==> config.mk <==
export PLATFORM = sky130hd
export DESIGN_NAME = axis_command_interlock_unit
export DESIGN_NICKNAME = d
export VERILOG_FILES = /design/src/rtl/aci_pkg.sv /design/src/rtl/aci_limit_regs.sv /design/src/rtl/aci_axis_core.sv /design/src/rtl/axis_command_interlock_unit.sv
export VERILOG_INCLUDE_DIRS = /design/src /design/src/rtl
export SDC_FILE = /design/constraint.sdc
export NUM_CORES = 1
export LEC_CHECK = 0
export BUFFER_PORTS_ARGS = -buffer_cell sky130_fd_sc_hd__buf_2
export CAP_MARGIN = 20
export CORE_ASPECT_RATIO = 1.4
export CORE_MARGIN = 1
export CORE_UTILIZATION = 30
export DETAILED_ROUTE_END_ITERATION = 12
export GPL_TIMING_DRIVEN = 0
export PLACE_DENSITY_LB_ADDON = 0.25
export RECOVER_POWER = 50
export SYNTH_ARGS = -nofsm -noshare
export SYNTH_HDL_FRONTEND = slang
export SYNTH_SLANG_ARGS = --single-unit
export TNS_END_PERCENT = 100
==> constraint.sdc <==
create_clock -name clk -period 10.4 [get_ports clk]
set_input_delay 1.04 -clock clk [delete_from_list [all_inputs] [get_ports clk]]
set_output_delay 1.04 -clock clk [all_outputs]
set_load 0.01 [all_outputs]
==> src/rtl/axis_command_interlock_unit_assert.svh <==
// Assertion macros for the axis command interlock unit.
// Depends on nothing; included by the top level, the one module that carries checks.
`ifndef AXIS_COMMAND_INTERLOCK_UNIT_ASSERT_SVH
`define AXIS_COMMAND_INTERLOCK_UNIT_ASSERT_SVH

`ifndef SYNTHESIS

// Same-cycle implication, disabled while reset is asserted.
`define ACI_ASSERT_IMP(lbl, clk, rst_n, ante, cons, msg) \
    lbl: assert property (@(posedge clk) disable iff (!rst_n) (ante) |-> (cons)) \
        else $error(msg);

// Next-cycle implication, disabled while reset is asserted.
`define ACI_ASSERT_NXT(lbl, clk, rst_n, ante, cons, msg) \
    lbl: assert property (@(posedge clk) disable iff (!rst_n) (ante) |=> (cons)) \
        else $error(msg);

`else

`define ACI_ASSERT_IMP(lbl, clk, rst_n, ante, cons, msg)
`define ACI_ASSERT_NXT(lbl, clk, rst_n, ante, cons, msg)

`endif

`endif

==> src/rtl/aci_pkg.sv <==
// Shared types, codes and reset constants for the axis command interlock unit.
// Depends on nothing; imported by every module of the block.
package aci_pkg;

    localparam int AXES    = 3;
    localparam int POS_W   = 32;
    localparam int REG_IDX_W = 3;

    typedef enum logic [2:0] {
        OP_SERVO_ON    = 3'd0,
        OP_SERVO_OFF   = 3'd1,
        OP_HOME        = 3'd2,
        OP_MOVE_ABS    = 3'd3,
        OP_MOVE_REL    = 3'd4,
        OP_STOP        = 3'd5,
        OP_RESET_ALARM = 3'd6,
        OP_QUERY       = 3'd7
    } aci_opcode_t;

    typedef enum logic [2:0] {
        ST_OK        = 3'd0,
        ST_SERVO_OFF = 3'd1,
        ST_HOME_REQ  = 3'd2,
        ST_LIMIT     = 3'd3,
        ST_BAD_AXIS  = 3'd4,
        ST_IN_ALARM  = 3'd5,
        ST_NOT_ALARM = 3'd6
    } aci_status_t;

    typedef enum logic [2:0] {
        MODE_SERVO_OFF = 3'd0,
        MODE_READY     = 3'd1,
        MODE_HOMING    = 3'd2,
        MODE_MOVING    = 3'd3,
        MODE_INPOS     = 3'd4,
        MODE_ALARM     = 3'd5
    } aci_mode_t;

    localparam logic [1:0] AXIS_X       = 2'd0;
    localparam logic [1:0] AXIS_Y       = 2'd1;
    localparam logic [1:0] AXIS_Z       = 2'd2;
    localparam logic [1:0] AXIS_INVALID = 2'd3;

    localparam logic [REG_IDX_W-1:0] REG_X_MIN = 3'd0;
    localparam logic [REG_IDX_W-1:0] REG_X_MAX = 3'd1;
    localparam logic [REG_IDX_W-1:0] REG_Y_MIN = 3'd2;
    localparam logic [REG_IDX_W-1:0] REG_Y_MAX = 3'd3;
    localparam logic [REG_IDX_W-1:0] REG_Z_MIN = 3'd4;
    localparam logic [REG_IDX_W-1:0] REG_Z_MAX = 3'd5;

    // 500.0 and 300.0 units at 8 fraction bits
    localparam logic signed [POS_W-1:0] XY_MAX_RST = 32'sd128000;
    localparam logic signed [POS_W-1:0] Z_MAX_RST  = 32'sd76800;
    localparam logic signed [POS_W-1:0] MIN_RST    = 32'sd0;

    typedef struct packed {
        aci_opcode_t             opcode;
        logic [1:0]              axis_sel;
        logic signed [POS_W-1:0] move_value;
    } aci_cmd_t;

    typedef struct packed {
        aci_status_t             status;
        aci_mode_t               axis_mode;
        logic signed [POS_W-1:0] current_pos;
        logic signed [POS_W-1:0] target_pos;
        logic                    servo_enabled;
        logic                    home_done;
        logic                    has_moved;
        logic                    any_alarm;
    } aci_res_t;

    typedef struct packed {
        logic signed [POS_W-1:0] lo;
        logic signed [POS_W-1:0] hi;
    } aci_limit_t;

endpackage

==> src/rtl/aci_limit_regs.sv <==
// Position limit registers of the axis command interlock unit.
// Depends on aci_pkg.
module aci_limit_regs
    import aci_pkg::*;
(
    input  logic                    clk,
    input  logic                    rst_n,
    input  logic                    cfg_wr_en,
    input  logic [REG_IDX_W-1:0]    cfg_index,
    input  logic [POS_W-1:0]        cfg_data,
    output aci_limit_t [AXES-1:0]   limits
);

    aci_limit_t [AXES-1:0] limits_reg;

    always_ff @(posedge clk or negedge rst_n)
    begin
        if (!rst_n)
        begin
            limits_reg[0] <= '{lo: MIN_RST, hi: XY_MAX_RST};
            limits_reg[1] <= '{lo: MIN_RST, hi: XY_MAX_RST};
            limits_reg[2] <= '{lo: MIN_RST, hi: Z_MAX_RST};
        end
        else if (cfg_wr_en)
        begin
            // drop writes beyond the last register
            case (cfg_index)
                REG_X_MIN: limits_reg[0].lo <= cfg_data;
                REG_X_MAX: limits_reg[0].hi <= cfg_data;
                REG_Y_MIN: limits_reg[1].lo <= cfg_data;
                REG_Y_MAX: limits_reg[1].hi <= cfg_data;
                REG_Z_MIN: limits_reg[2].lo <= cfg_data;
                REG_Z_MAX: limits_reg[2].hi <= cfg_data;
                default: ;
            endcase
        end
    end

    assign limits = limits_reg;

endmodule

==> src/rtl/aci_axis_core.sv <==
// Axis state and single-pass interlock evaluation for one command.
// Depends on aci_pkg.
module aci_axis_core
    import aci_pkg::*;
(
    input  logic                    clk,
    input  logic                    rst_n,
    input  logic                    cmd_valid,
    input  aci_cmd_t                cmd,
    input  aci_limit_t [AXES-1:0]   limits,
    output aci_res_t                res_next
);

    aci_mode_t               mode_reg    [AXES];
    logic signed [POS_W-1:0] current_reg [AXES];
    logic signed [POS_W-1:0] target_reg  [AXES];
    logic                    servo_reg   [AXES];
    logic                    homed_reg   [AXES];
    logic                    moving_reg  [AXES];

    logic                    bad_axis;
    logic [1:0]              rd_idx;
    logic                    write_en;
    aci_status_t             st;
    aci_mode_t               mode_next;
    logic signed [POS_W-1:0] current_next;
    logic signed [POS_W-1:0] target_next;
    logic                    servo_next;
    logic                    homed_next;
    logic                    moving_next;
    logic                    alarm;
    logic signed [POS_W:0]   new_pos;
    logic signed [POS_W:0]   lim_lo;
    logic signed [POS_W:0]   lim_hi;
    logic                    pos_in_limits;
    logic                    any_alarm;

    assign bad_axis = (cmd.axis_sel == AXIS_INVALID);
    assign rd_idx   = bad_axis ? AXIS_X : cmd.axis_sel;
    assign write_en = cmd_valid && !bad_axis;
    assign alarm    = (mode_reg[rd_idx] == MODE_ALARM);

    // 33-bit position so a relative move cannot wrap
    always_comb
    begin
        if (cmd.opcode == OP_MOVE_ABS)
            new_pos = {cmd.move_value[POS_W-1], cmd.move_value};
        else
            new_pos = {current_reg[rd_idx][POS_W-1], current_reg[rd_idx]}
                    + {cmd.move_value[POS_W-1], cmd.move_value};
        lim_lo = {limits[rd_idx].lo[POS_W-1], limits[rd_idx].lo};
        lim_hi = {limits[rd_idx].hi[POS_W-1], limits[rd_idx].hi};
        pos_in_limits = (new_pos >= lim_lo) && (new_pos <= lim_hi);
    end

    always_comb
    begin
        st           = ST_OK;
        mode_next    = mode_reg[rd_idx];
        current_next = current_reg[rd_idx];
        target_next  = target_reg[rd_idx];
        servo_next   = servo_reg[rd_idx];
        homed_next   = homed_reg[rd_idx];
        moving_next  = moving_reg[rd_idx];
        if (bad_axis)
        begin
            st = ST_BAD_AXIS;
        end
        else
        begin
            case (cmd.opcode)
                OP_SERVO_ON:
                begin
                    if (alarm)
                        st = ST_IN_ALARM;
                    else
                    begin
                        servo_next = 1'b1;
                        mode_next  = MODE_READY;
                    end
                end
                OP_SERVO_OFF:
                begin
                    servo_next  = 1'b0;
                    moving_next = 1'b0;
                    mode_next   = MODE_SERVO_OFF;
                end
                OP_HOME:
                begin
                    if (alarm)
                        st = ST_IN_ALARM;
                    else if (!servo_reg[rd_idx])
                        st = ST_SERVO_OFF;
                    else
                    begin
                        current_next = '0;
                        target_next  = '0;
                        moving_next  = 1'b1;
                        homed_next   = 1'b1;
                        mode_next    = MODE_INPOS;
                    end
                end
                OP_MOVE_ABS, OP_MOVE_REL:
                begin
                    if (alarm)
                        st = ST_IN_ALARM;
                    else if (!servo_reg[rd_idx])
                        st = ST_SERVO_OFF;
                    else if (!homed_reg[rd_idx])
                        st = ST_HOME_REQ;
                    else if (!pos_in_limits)
                    begin
                        st        = ST_LIMIT;
                        mode_next = MODE_ALARM;
                    end
                    else
                    begin
                        current_next = new_pos[POS_W-1:0];
                        target_next  = new_pos[POS_W-1:0];
                        moving_next  = 1'b1;
                        mode_next    = MODE_INPOS;
                    end
                end
                OP_STOP:
                begin
                    if (alarm)
                        st = ST_IN_ALARM;
                    else
                    begin
                        moving_next = 1'b0;
                        mode_next   = servo_reg[rd_idx] ? MODE_READY : MODE_SERVO_OFF;
                    end
                end
                OP_RESET_ALARM:
                begin
                    if (!alarm)
                        st = ST_NOT_ALARM;
                    else
                    begin
                        moving_next = 1'b0;
                        servo_next  = 1'b0;
                        homed_next  = 1'b0;
                        mode_next   = MODE_SERVO_OFF;
                    end
                end
                default: ;
            endcase
        end
    end

    // alarm summary over the state as it stands after this command
    always_comb
    begin
        any_alarm = 1'b0;
        for (int i = 0; i < AXES; i++)
        begin
            if (!bad_axis && (cmd.axis_sel == i[1:0]))
                any_alarm = any_alarm || (mode_next == MODE_ALARM);
            else
                any_alarm = any_alarm || (mode_reg[i] == MODE_ALARM);
        end
    end

    always_comb
    begin
        res_next.status    = st;
        res_next.any_alarm = any_alarm;
        if (bad_axis)
        begin
            res_next.axis_mode     = MODE_SERVO_OFF;
            res_next.current_pos   = '0;
            res_next.target_pos    = '0;
            res_next.servo_enabled = 1'b0;
            res_next.home_done     = 1'b0;
            res_next.has_moved     = 1'b0;
        end
        else
        begin
            res_next.axis_mode     = mode_next;
            res_next.current_pos   = current_next;
            res_next.target_pos    = target_next;
            res_next.servo_enabled = servo_next;
            res_next.home_done     = homed_next;
            res_next.has_moved     = moving_next;
        end
    end

    always_ff @(posedge clk or negedge rst_n)
    begin
        if (!rst_n)
        begin
            for (int i = 0; i < AXES; i++)
            begin
                mode_reg[i]    <= MODE_SERVO_OFF;
                current_reg[i] <= '0;
                target_reg[i]  <= '0;
                servo_reg[i]   <= 1'b0;
                homed_reg[i]   <= 1'b0;
                moving_reg[i]  <= 1'b0;
            end
        end
        else if (write_en)
        begin
            mode_reg[rd_idx]    <= mode_next;
            current_reg[rd_idx] <= current_next;
            target_reg[rd_idx]  <= target_next;
            servo_reg[rd_idx]   <= servo_next;
            homed_reg[rd_idx]   <= homed_next;
            moving_reg[rd_idx]  <= moving_next;
        end
    end

endmodule

==> src/rtl/axis_command_interlock_unit.sv <==
// Axis command interlock unit: top level with command and result registers.
// Depends on aci_pkg, aci_limit_regs, aci_axis_core and the assertion header.
//
// Command interlock for three motion axes (x, y, z). Present a command on cmd
// and raise start; busy is never raised, so a transfer happens at every edge
// with start high and one command may follow another in each cycle. The
// command is registered, checked against the addressed axis in one pass
// (bad axis, alarm, servo, homed, position limits) and its result lands in
// the result register: done is high for exactly one cycle once the command
// has passed the command register and then the result register, with result
// holding the status, the axis fields after the command and the any-alarm
// flag. The receiver cannot stall, so capture result whenever done is high.
// Throughput is one command per cycle, with the command register and the
// result register around a single 33-bit add and limit compare. Back-to-back
// commands see each other's effect, because axis state updates on the same
// edge that loads the result. Limits are written through cfg_wr_en,
// cfg_index and cfg_data; write them only while no command is in flight.
// Indexes beyond the z maximum are ignored.
`include "axis_command_interlock_unit_assert.svh"

module axis_command_interlock_unit
    import aci_pkg::*;
(
    input  logic                    clk,
    input  logic                    rst_n,
    input  logic                    start,
    output logic                    busy,
    input  aci_cmd_t                cmd,
    input  logic                    cfg_wr_en,
    input  logic [REG_IDX_W-1:0]    cfg_index,
    input  logic [POS_W-1:0]        cfg_data,
    output logic                    done,
    output aci_res_t                result
);

    aci_limit_t [AXES-1:0] limits;
    aci_cmd_t              cmd_reg;
    logic                  cmd_valid_reg;
    aci_res_t              res_next;
    aci_res_t              res_reg;
    logic                  done_reg;

    // Every cycle takes a new command; nothing holds the front end.
    assign busy = 1'b0;

    // Hold the command transfer for the evaluation cycle.
    always_ff @(posedge clk or negedge rst_n)
    begin
        if (!rst_n)
            cmd_valid_reg <= 1'b0;
        else
            cmd_valid_reg <= start && !busy;
    end

    always_ff @(posedge clk)
    begin
        if (start && !busy)
            cmd_reg <= cmd;
    end

    aci_limit_regs u_limits (
        .clk       (clk),
        .rst_n     (rst_n),
        .cfg_wr_en (cfg_wr_en),
        .cfg_index (cfg_index),
        .cfg_data  (cfg_data),
        .limits    (limits)
    );

    aci_axis_core u_core (
        .clk       (clk),
        .rst_n     (rst_n),
        .cmd_valid (cmd_valid_reg),
        .cmd       (cmd_reg),
        .limits    (limits),
        .res_next  (res_next)
    );

    // Advance the evaluated result into the output register; done lasts one cycle.
    always_ff @(posedge clk or negedge rst_n)
    begin
        if (!rst_n)
            done_reg <= 1'b0;
        else
            done_reg <= cmd_valid_reg;
    end

    always_ff @(posedge clk)
    begin
        if (cmd_valid_reg)
            res_reg <= res_next;
    end

    assign done   = done_reg;
    assign result = res_reg;

    `ACI_ASSERT_NXT(a_cmd_taken, clk, rst_n, start, cmd_valid_reg, "command transfer lost")
    `ACI_ASSERT_NXT(a_done_follows, clk, rst_n, cmd_valid_reg, done_reg, "result not delivered")
    `ACI_ASSERT_NXT(a_no_spurious, clk, rst_n, !cmd_valid_reg, !done_reg, "result without command")
    `ACI_ASSERT_IMP(a_limit_alarm, clk, rst_n, done_reg && (res_reg.status == ST_LIMIT), (res_reg.axis_mode == MODE_ALARM) && res_reg.any_alarm, "limit fault without alarm")
    `ACI_ASSERT_IMP(a_bad_axis_zero, clk, rst_n, done_reg && (res_reg.status == ST_BAD_AXIS), (res_reg.axis_mode == MODE_SERVO_OFF) && !res_reg.servo_enabled && !res_reg.home_done && !res_reg.has_moved, "bad axis fields not cleared")

endmodule
[Yosys cells after proc, flatten, opt, wreduce, memory -nomap -nowiden]
Index checks and enable logic that the tools add are counted.
Cells by class
  add/subtract/negate cells: 1
  $lt $le $gt $ge: 5
  eq/ne operators: 19
  multiplexer cells: 93
  bitwise logic cells: 1
  reductions and logical operators: 22
Operators with widths (count)
  32-bit two-way mux: 19
  96-bit bitwise mux: 2
  32-bit binary-select mux with 2-bit select: 2
  64-bit binary-select mux with 2-bit select: 1
  32-bit one-hot mux with 2 select lines: 2
  32-bit demux with 2-bit select: 1
  64-bit two-way mux: 1
  3-bit two-way mux: 18
  32-bit by 32-bit adder with 33-bit output: 1
  33-bit by 32-bit greater-or-equal comparator with 1-bit output: 1
  33-bit by 32-bit less-or-equal comparator with 1-bit output: 1
  33-bit two-way mux: 1
  3-bit == test (second input constant): 10
  1-bit two-way mux: 29
  3-bit one-hot mux with 6 select lines: 1
  3-bit by 2-bit == test with 1-bit output (second input constant): 4
  3-bit one-hot mux with 4 select lines: 1
  2-bit AND reduction: 6
  3-bit bitwise mux: 3
  9-bit bitwise mux: 1
  1-bit binary-select mux with 2-bit select: 3
  3-bit binary-select mux with 2-bit select: 1
  3-bit demux with 2-bit select: 1
  3-bit by 1-bit == test with 1-bit output (second input constant): 2
  other kinds (17): 29
Storage, ports and cells
  register bits: 515
  word-level logic and storage cells: 178

[Logic depth before layout (Yosys ltp)]
Gate-level depths: netlist of run 1.
  depth after elaboration: 22
  depth in mapped cells: 33
  gate-level depth less buffers: 28

[By module]
From an unflattened synthesis of run 1, not the netlist that was laid out.
Second synthesis, totals
  cells, all modules: 2468
  area, all modules: 26424.1 µm²
By module, submodules not included
  aci_axis_core: instances 1, cells an instance 1941, area an instance 15780.1 µm², sequential area each 5255.0 µm²
  aci_limit_regs: instances 1, cells an instance 412, area an instance 7249.5 µm², sequential area each 4824.6 µm²
  axis_command_interlock_unit: instances 1, cells an instance 115, area an instance 3394.5 µm², sequential area each 3383.2 µm²

[Worst setup path before layout of run 1]
No wires, ideal clock.
  path kind: register to register
  start: reg cmd_reg[32] in the netlist's numbering
  end: reg res_reg, in the netlist result[15] (data pin)
  setup time: 152 ps
  arrival time: 6431 ps
  path slack: 3816 ps
  cell stages (with the launch flop): 31
  path buffers: 5
  period minus slack after synthesis: 6584 ps
  cells stage by stage: edfxtp_1 > inv_1 > ha_1 > buf_4 > buf_2 > buf_1 > mux2i_1 > o21ai_0 > ha_1 > inv_1 > fa_1 > inv_1 > a21oi_1 > o21ai_1 > a211o_1 > and4_1 > o21a_1 > nor3_1 > o31ai_1 > ha_1 > nand4_1 > nor3_1 > nor3b_1 > a31o_2 > a311oi_1 > a311o_1 > nor4_1 > buf_2 > buf_2 > nand2_1 > o21ai_0
Between the ends
  word-level cells in the longest chain between the ends: 16
  elaborated cells on any way between the ends: 34
  those cells by class: 1 x add/sub; 2 x order compare; 2 x eq/ne; 27 x mux; 1 x bitwise; 1 x reduce/logical
Ends and longest elaborated chain
  start, declared: line axis_command_interlock_unit.sv:37  | aci_cmd_t cmd_reg;
  start signal, assigned: line axis_command_interlock_unit.sv:58  | cmd_reg <= cmd;
  2-bit == test: line aci_axis_core.sv:38  | assign bad_axis = (cmd.axis_sel == AXIS_INVALID);
  2-bit two-way mux: line aci_axis_core.sv:39  | assign rd_idx = bad_axis ? AXIS_X : cmd.axis_sel;
  2-bit NOT with 3-bit output (implied by the code)
  32-bit binary-select mux with 2-bit select: line aci_axis_core.sv:49  | new_pos = {current_reg[rd_idx][POS_W-1], current_reg[rd_idx]}
  32-bit two-way mux (implied by the code) (2 in series): line aci_axis_core.sv:49
  32-bit by 32-bit adder with 33-bit output: line aci_axis_core.sv:50  | + {cmd.move_value[POS_W-1], cmd.move_value};
  33-bit two-way mux: line aci_axis_core.sv:46  | if (cmd.opcode == OP_MOVE_ABS)
  33-bit by 32-bit greater-or-equal comparator with 1-bit output / 33-bit by 32-bit less-or-equal comparator with 1-bit output (equally long branches): line aci_axis_core.sv:53  | pos_in_limits = (new_pos >= lim_lo) && (new_pos <= lim_hi);
  1-bit logical AND: line aci_axis_core.sv:53
  32-bit two-way mux: line aci_axis_core.sv:111  | else if (!pos_in_limits)
  32-bit two-way mux: line aci_axis_core.sv:109  | else if (!homed_reg[rd_idx])
  32-bit two-way mux: line aci_axis_core.sv:107  | else if (!servo_reg[rd_idx])
  32-bit two-way mux: line aci_axis_core.sv:105  | if (alarm)
  32-bit one-hot mux with 2 select lines: line aci_axis_core.sv:71  | case (cmd.opcode)
  32-bit two-way mux: line aci_axis_core.sv:65  | if (bad_axis)
  end signal, assigned: line axis_command_interlock_unit.sv:91  | res_reg <= res_next;
  end, declared: line axis_command_interlock_unit.sv:40  | aci_res_t res_reg;
Parallel ways exist; a longest one is shown, timed or not. The select of a mux whose other input is x is not followed.
A chain may end at the register's enable or synchronous reset.

[Final worst setup path of run 1]
  start: reg cmd_reg[33] in the netlist's numbering
  end: reg res_reg, in the netlist result[12] (data pin)
Same word-level chain as after synthesis.

==> results_dict.tcl, run 1 <==
set metrics [dict create \
    layout_commonest_cell "dfrtp_1" \
    placed_area_mm2 0.0288 \
    grt_antenna_before_repair 6 \
    ios 152 \
    rows 128 \
    core_area_mm2 0.0871 \
    grt.total_usage_pct 20.2 \
    viasPerCell 5.17 \
    skew_ps 24.5 \
    post-cts-setup-buffers 0 \
    seqCellArea_mm2 0.0135 \
    clkPwrFrac_pct 34.9 \
    finalSetupViolCount 0 \
    postSynth.asyncResetShare_pct 78.4 \
    layout-drive-gt1-share_pct 17.5 \
    synth_cell_types 76 \
    start_util_pct 30.3 \
    ys_seq_area_share_pct 51.0 \
    outcome "finished with violations" \
    whs_ps 478 \
    synthCells 2558 \
    combPwrFrac_pct 23.5 \
    power_density_mw_per_mm2 197 \
    antenna_cells 0 \
    finalSetupTns_ps 0 \
    path_buf_inv 6 \
    tightestPinTransition_ps 5170 \
    ys_ff_latch 515 \
    slew_headroom_pct -245 \
    clockBufferDepth 3 \
    clockRootBuffer "clkbuf_16" \
    switchingPower_mw 1.88 \
    sequentialPowerShare_pct 41.6 \
    worst_hold_path_type "flop to flop" \
    cpPeakStageDelay_ps 580 \
    reg2reg_slack_ps 210 \
    violations "capacitance limit, slew limit" \
    start_kind "flop" \
    cts_tree "done" \
    fin_crit_ps 10190 \
    htree_levels 2 \
    wl_per_cell_um 22.7 \
    clk_latency_ps 640 \
    wirelength_um 90800 \
    switching_share_pct 31.2 \
    timing.critical_path.fanout_max 10 \
    grt_pass1_wl_um 135000 \
    fillers 8995 \
    final_area_mm2 0.0307 \
    io_buffer_count 150 \
    dpl.hpwl_um 68700 \
    ir_drop_mv 0.119 \
    maxCapViolCount 5 \
    first_iter_violations 1411 \
    grt_pass1_vias 20746 \
    fin_nets 2962 \
    grt_max_degree 117 \
    rsz0062_at_grt "true" \
    clk_pin_slew_ps 60 \
    synth_edf_count 111 \
    cts_hold_buffers 0 \
    finalHoldViolCount 0 \
    synth_flop_cell "dfrtp_1" \
    grt-ovfl-total 0 \
    first_pass_iters 5 \
    gp_congestion 0.902 \
    final_cell_mix "dfrtp_1 (388), nand2_1 (310), o21ai_0 (301)" \
    ys_warn_count 0 \
    utilization_pct 35.2 \
    largest_reg_flops 192 \
    die_area_mm2 0.0892 \
    antenna_left 0 \
    area_growth_pct 16.4 \
    fmax_ghz 0.0981 \
    multi_input_area_mm2 0.0121 \
    die_w_um 253 \
    fin_crit_sh_pct 98.0 \
    cts-buffers-inserted 56 \
    syn_nets 2739 \
    p_int_mw 4.15 \
    arrival_ps 10540 \
    syn_area_per_cell_um2 10.3 \
    required_ps 10750 \
    fp.dieH_um 353 \
    numClockSinks 515 \
    p_leak_nw 12.7 \
    end_kind "flop" \
    synth_area_mm2 0.0264 \
    crit_family "compound AO/OA/AOI/OAI gates" \
    path_class "flop to flop" \
    p_total_mw 6.04 \
    critPathSlowestCell "o21ai_0" \
    slew_violations 390 \
    route.vias.total 20678 \
    post-route-drc-count 0 \
]
-- per-layer routing --
metal | up-vias | global-route usage [%] | part of all wire (%) | wire, um
li1 | 9617 | - | - | -
met1 | 10328 | 24.1 | 40 | 36500
met2 | 540 | 35.7 | 51 | 46000
met3 | 189 | 2.64 | 4.1 | 3730
met4 | 4 | 9.60 | 5.0 | 4580
met5 | - | 0 | 0.026 | 24
-- repair_timing --
item	CTS	global route
setup endpoints to repair	48	49
resized for setup	9	8
endpoints found under the hold margin	0	0
-- worst register-to-register path: cells and delay by family, from the launching register on --
family | cells | cell delay, ps
AO/OA/AOI/OAI | 9 | 3230
AND/OR/NAND/NOR | 10 | 2780
buffers and inverters | 6 | 2310
adder cells (fa/ha/maj) | 3 | 930
flip-flops | 1 | 460
multiplexers | 1 | 190
-- final timing paths --
kind	start	endpoint	depth (start not counted)
max	cmd_reg[33]	result[12]	29
min	u_core.current_reg[70]	u_core.current_reg[70]	2
max reg2reg	cmd_reg[33]	result[12]	29
min reg2reg	u_core.current_reg[70]	u_core.current_reg[70]	2
max in group asynchronous	rst_n	u_limits.limits[66]	2
min in group asynchronous	rst_n	u_core.current_reg[30]	1
-- synth_stat cells (all sizes together), types with 24 or more instances --
| cell | count | area (um^2) |
|---|---|---|
| a21oi | 235 | 1180 |
| buf | 43 | 195 |
| clkbuf | 116 | 435 |
| dfrtp | 388 | 9710 |
| edfxtp | 111 | 3330 |
| ha | 104 | 1300 |
| inv | 50 | 188 |
| mux2 | 196 | 2210 |
| mux2i | 149 | 1490 |
| nand2 | 310 | 1160 |
| nand3 | 24 | 120 |
| nor2 | 186 | 698 |
| nor3 | 28 | 151 |
| o21ai | 311 | 1560 |
-- power by group through the flow --
stage,clock (mW),combinational (mW),sequential [mW]
2_1_floorplan,0,0.910,2.52
3_3_place_gp,0,1.38,2.55
3_5_place_dp,0,1.41,2.55
4_1_cts,2.16,1.42,2.51
5_1_grt,2.23,1.55,2.55
6_report,2.11,1.42,2.51
-- area by class of cell --
class / count / area share [%]
clock buffer: 83 / 5.39
buffer: 159 / 2.07
timing repair buffer: 165 / 2.88
clock inverter: 21 / 0.892
inverter: 51 / 0.623
sequential: 515 / 43.8
tap: 1170 / 4.77
multi-input combinational: 1833 / 39.5
-- cells by family (layout without fill, tap and decap cells) --
| logic type | after synthesis | count (layout) | share of synthesized area (%) |
|---|---|---|---|
| mux | 345 | 345 | 14.0 |
| flops | 515 | 515 | 51.0 |
| xor+xnor | 24 | 24 | 0.797 |
| buf+inv | 210 | 479 | 3.12 |
| simple gates | 651 | 651 | 10.8 |
| other cells | 1 | 1 | 0.0142 |
| compound gates | 707 | 707 | 15.2 |
| fa+ha+maj | 105 | 105 | 5.01 |
-- per-stage QoR --
stage | cells | setup slack, ps
finish | 3997 | 210
global route | 3997 | -49.3
CTS | 3992 | 89.9
detailed placement | 3888 | -392
global placement | 3878 | -856
floorplan | 2558 | 3820
Power figures use the tool's default switching activity.
==> inputs of run 2 (changes only) <==
Settings changed: GPL_TIMING_DRIVEN 0 to default.
==> run 2 against run 1 <==
Compared with the run above: the flow still finishes with violations (capacitance limit, slew limit); sequential power about the same; combinational power down 4%; setup slack better by 760 ps; power down 3.6%; die area unchanged; fmax up 8.1%; non-clock buffer count down 121; worst hold slack better by 0.92 ps; sequential share of layout area up 0.75 points; design area down 1.7%; via count down 3.4%; critical endpoint is now u_core.current_reg[87].
==> results_dict.tcl, run 2 (same netlist as run 1, synthesis figures left out) <==
set metrics [dict create \
    rsz0062_at_grt "false" \
    htree_levels 2 \
    post_cts_resized 0 \
    path_cells "inv_1 > ha_4 > nor2b_4 > buf_4 > nand2_1 > o21ai_0 > ha_1 > a21o_1 > a21o_1 > a21oi_1 > nand3b_1 > o21ai_0 > xor2_1 > a21oi_1 > ha_1 > nand4_1 > nor4_1 > a31o_2 > a311oi_1 > a311o_1 > nor3_4 > nor3b_2 > a21oi_1 > o21ai_0" \
    io_buffer_count 150 \
    final_cell_mix "dfrtp_1 (388), nand2_1 (308), o21ai_0 (308)" \
    end_kind "flop" \
    r2r-end "u_core.current_reg[87]" \
    clk_latency_ps 650 \
    ir_drop_mv 0.124 \
    viasPerCell 5.16 \
    fin_nets 2838 \
    grt_antenna_before_repair 5 \
    final_area_mm2 0.0302 \
    whs_ps 479 \
    grt_pass1_vias 20596 \
    r2r_start "cmd_reg[33]" \
    first_iter_violations 1210 \
    numClockSinks 515 \
    hold_start "u_core.current_reg[19]" \
    required_ps 10930 \
    fp.dieH_um 353 \
    placed_area_mm2 0.0285 \
    grt_pass1_wl_um 127000 \
    finalSetupTns_ps 0 \
    post-route-drc-count 0 \
    largest_reg_flops 192 \
    wl_per_cell_um 21.5 \
    cts-buffers-inserted 53 \
    grt-ovfl-total 0 \
    arrival_ps 9960 \
    post-cts-setup-buffers 0 \
    dpl.hpwl_um 58300 \
    layout-drive-gt1-share_pct 19.0 \
    wirelength_um 83400 \
    r2r_cells 24 \
    start_kind "flop" \
    clockRootBuffer "clkbuf_16" \
    startpoint "cmd_reg[33]" \
    outcome "finished with violations" \
    finalSetupViolCount 0 \
    path_class "flop to flop" \
    worst_hold_path_type "flop to flop" \
    core_area_mm2 0.0871 \
    clk_pin_slew_ps 60 \
    slew_violations 397 \
    finalHoldViolCount 0 \
    whs_path_depth 2 \
    layout_commonest_cell "dfrtp_1" \
    antenna_left 0 \
    p_leak_nw 12.6 \
    whs_endpoint "u_core.current_reg[19]" \
    clockBufferDepth 3 \
    fin_crit_sh_pct 90.6 \
    slew_headroom_pct -300 \
    fmax_ghz 0.106 \
    gp_congestion 0.854 \
    grt_max_degree 157 \
    tightestPinTransition_ps 5990 \
    power_density_mw_per_mm2 193 \
    rows 128 \
    fin_crit_ps 9430 \
    start_util_pct 30.3 \
    timing.critical_path.fanout_max 34 \
    grt.total_usage_pct 18.6 \
    ios 152 \
    violations "capacitance limit, slew limit" \
    reg2reg_slack_ps 970 \
    cpPeakStageDelay_ps 840 \
    area_growth_pct 14.4 \
    die_area_mm2 0.0892 \
    first_pass_iters 6 \
    skew_ps 26.6 \
    cts_hold_buffers 0 \
    route.vias.total 19973 \
    critPathSlowestCell "nor2b_4" \
    cts_tree "done" \
    maxCapViolCount 9 \
    die_w_um 253 \
]
## run 2: critical path: cells and delay by family, from the launching register on
kind	cells	cell delay [ps]
simple gates	7	3470
compound gates	11	3300
fa+ha+maj	3	1130
buf+inv	2	730
flops	1	470
xor+xnor	1	140
## run 2: worst max path at each step
stage,end,slack [ps],cells after the start
3_3_place_gp,u_core.target_reg[87],1070,24
3_5_place_dp,u_core.target_reg[55],940,24
4_1_cts,u_core.target_reg[55],890,24
2_1_floorplan,result[15],3820,30
6_report,u_core.current_reg[87],970,24
5_1_grt,u_core.current_reg[10],560,25
## run 2: where the power goes
part / switching (mW) / internal (mW) / total (mW) / leakage (nW)
Clock: 0.846 / 1.07 / 1.92 / 0.841
Combinational: 0.832 / 0.541 / 1.37 / 5.45
Sequential: 0.157 / 2.37 / 2.53 / 6.27
Total: 1.84 / 3.98 / 5.82 / 12.6
## run 2: cell type report
class,count,area (um^2)
fill,8911,56900
sequential,515,13500
antenna,1,2.50
multi-input combinational,1833,12200
timing repair buffer,203,1160
tap,1170,1460
inverter,51,191
clock buffer,69,1470
clock inverter,29,258
## run 2: layer usage
| layer | track usage [%] | part of all wire [%] |
|---|---|---|
| met3 | 2.83 | 4.5 |
| met1 | 22.7 | 41 |
| met2 | 33.2 | 51 |
| met4 | 6.51 | 3.4 |
| met5 | 0 | 0.049 |
## run 2: stage by stage
stage | worst slack [ps] | utilization [%] | power [mW] | cells
final | 973 | 34.6 | 5.82 | 3871
after detailed placement | 936 | 32.8 | 3.94 | 3772
after CTS | 886 | 34.7 | 5.88 | 3870
after floorplan | 3820 | - | 3.43 | 2558
after global placement | 1070 | 32.7 | 3.90 | 3770
after global routing | 559 | 34.6 | 6.13 | 3870
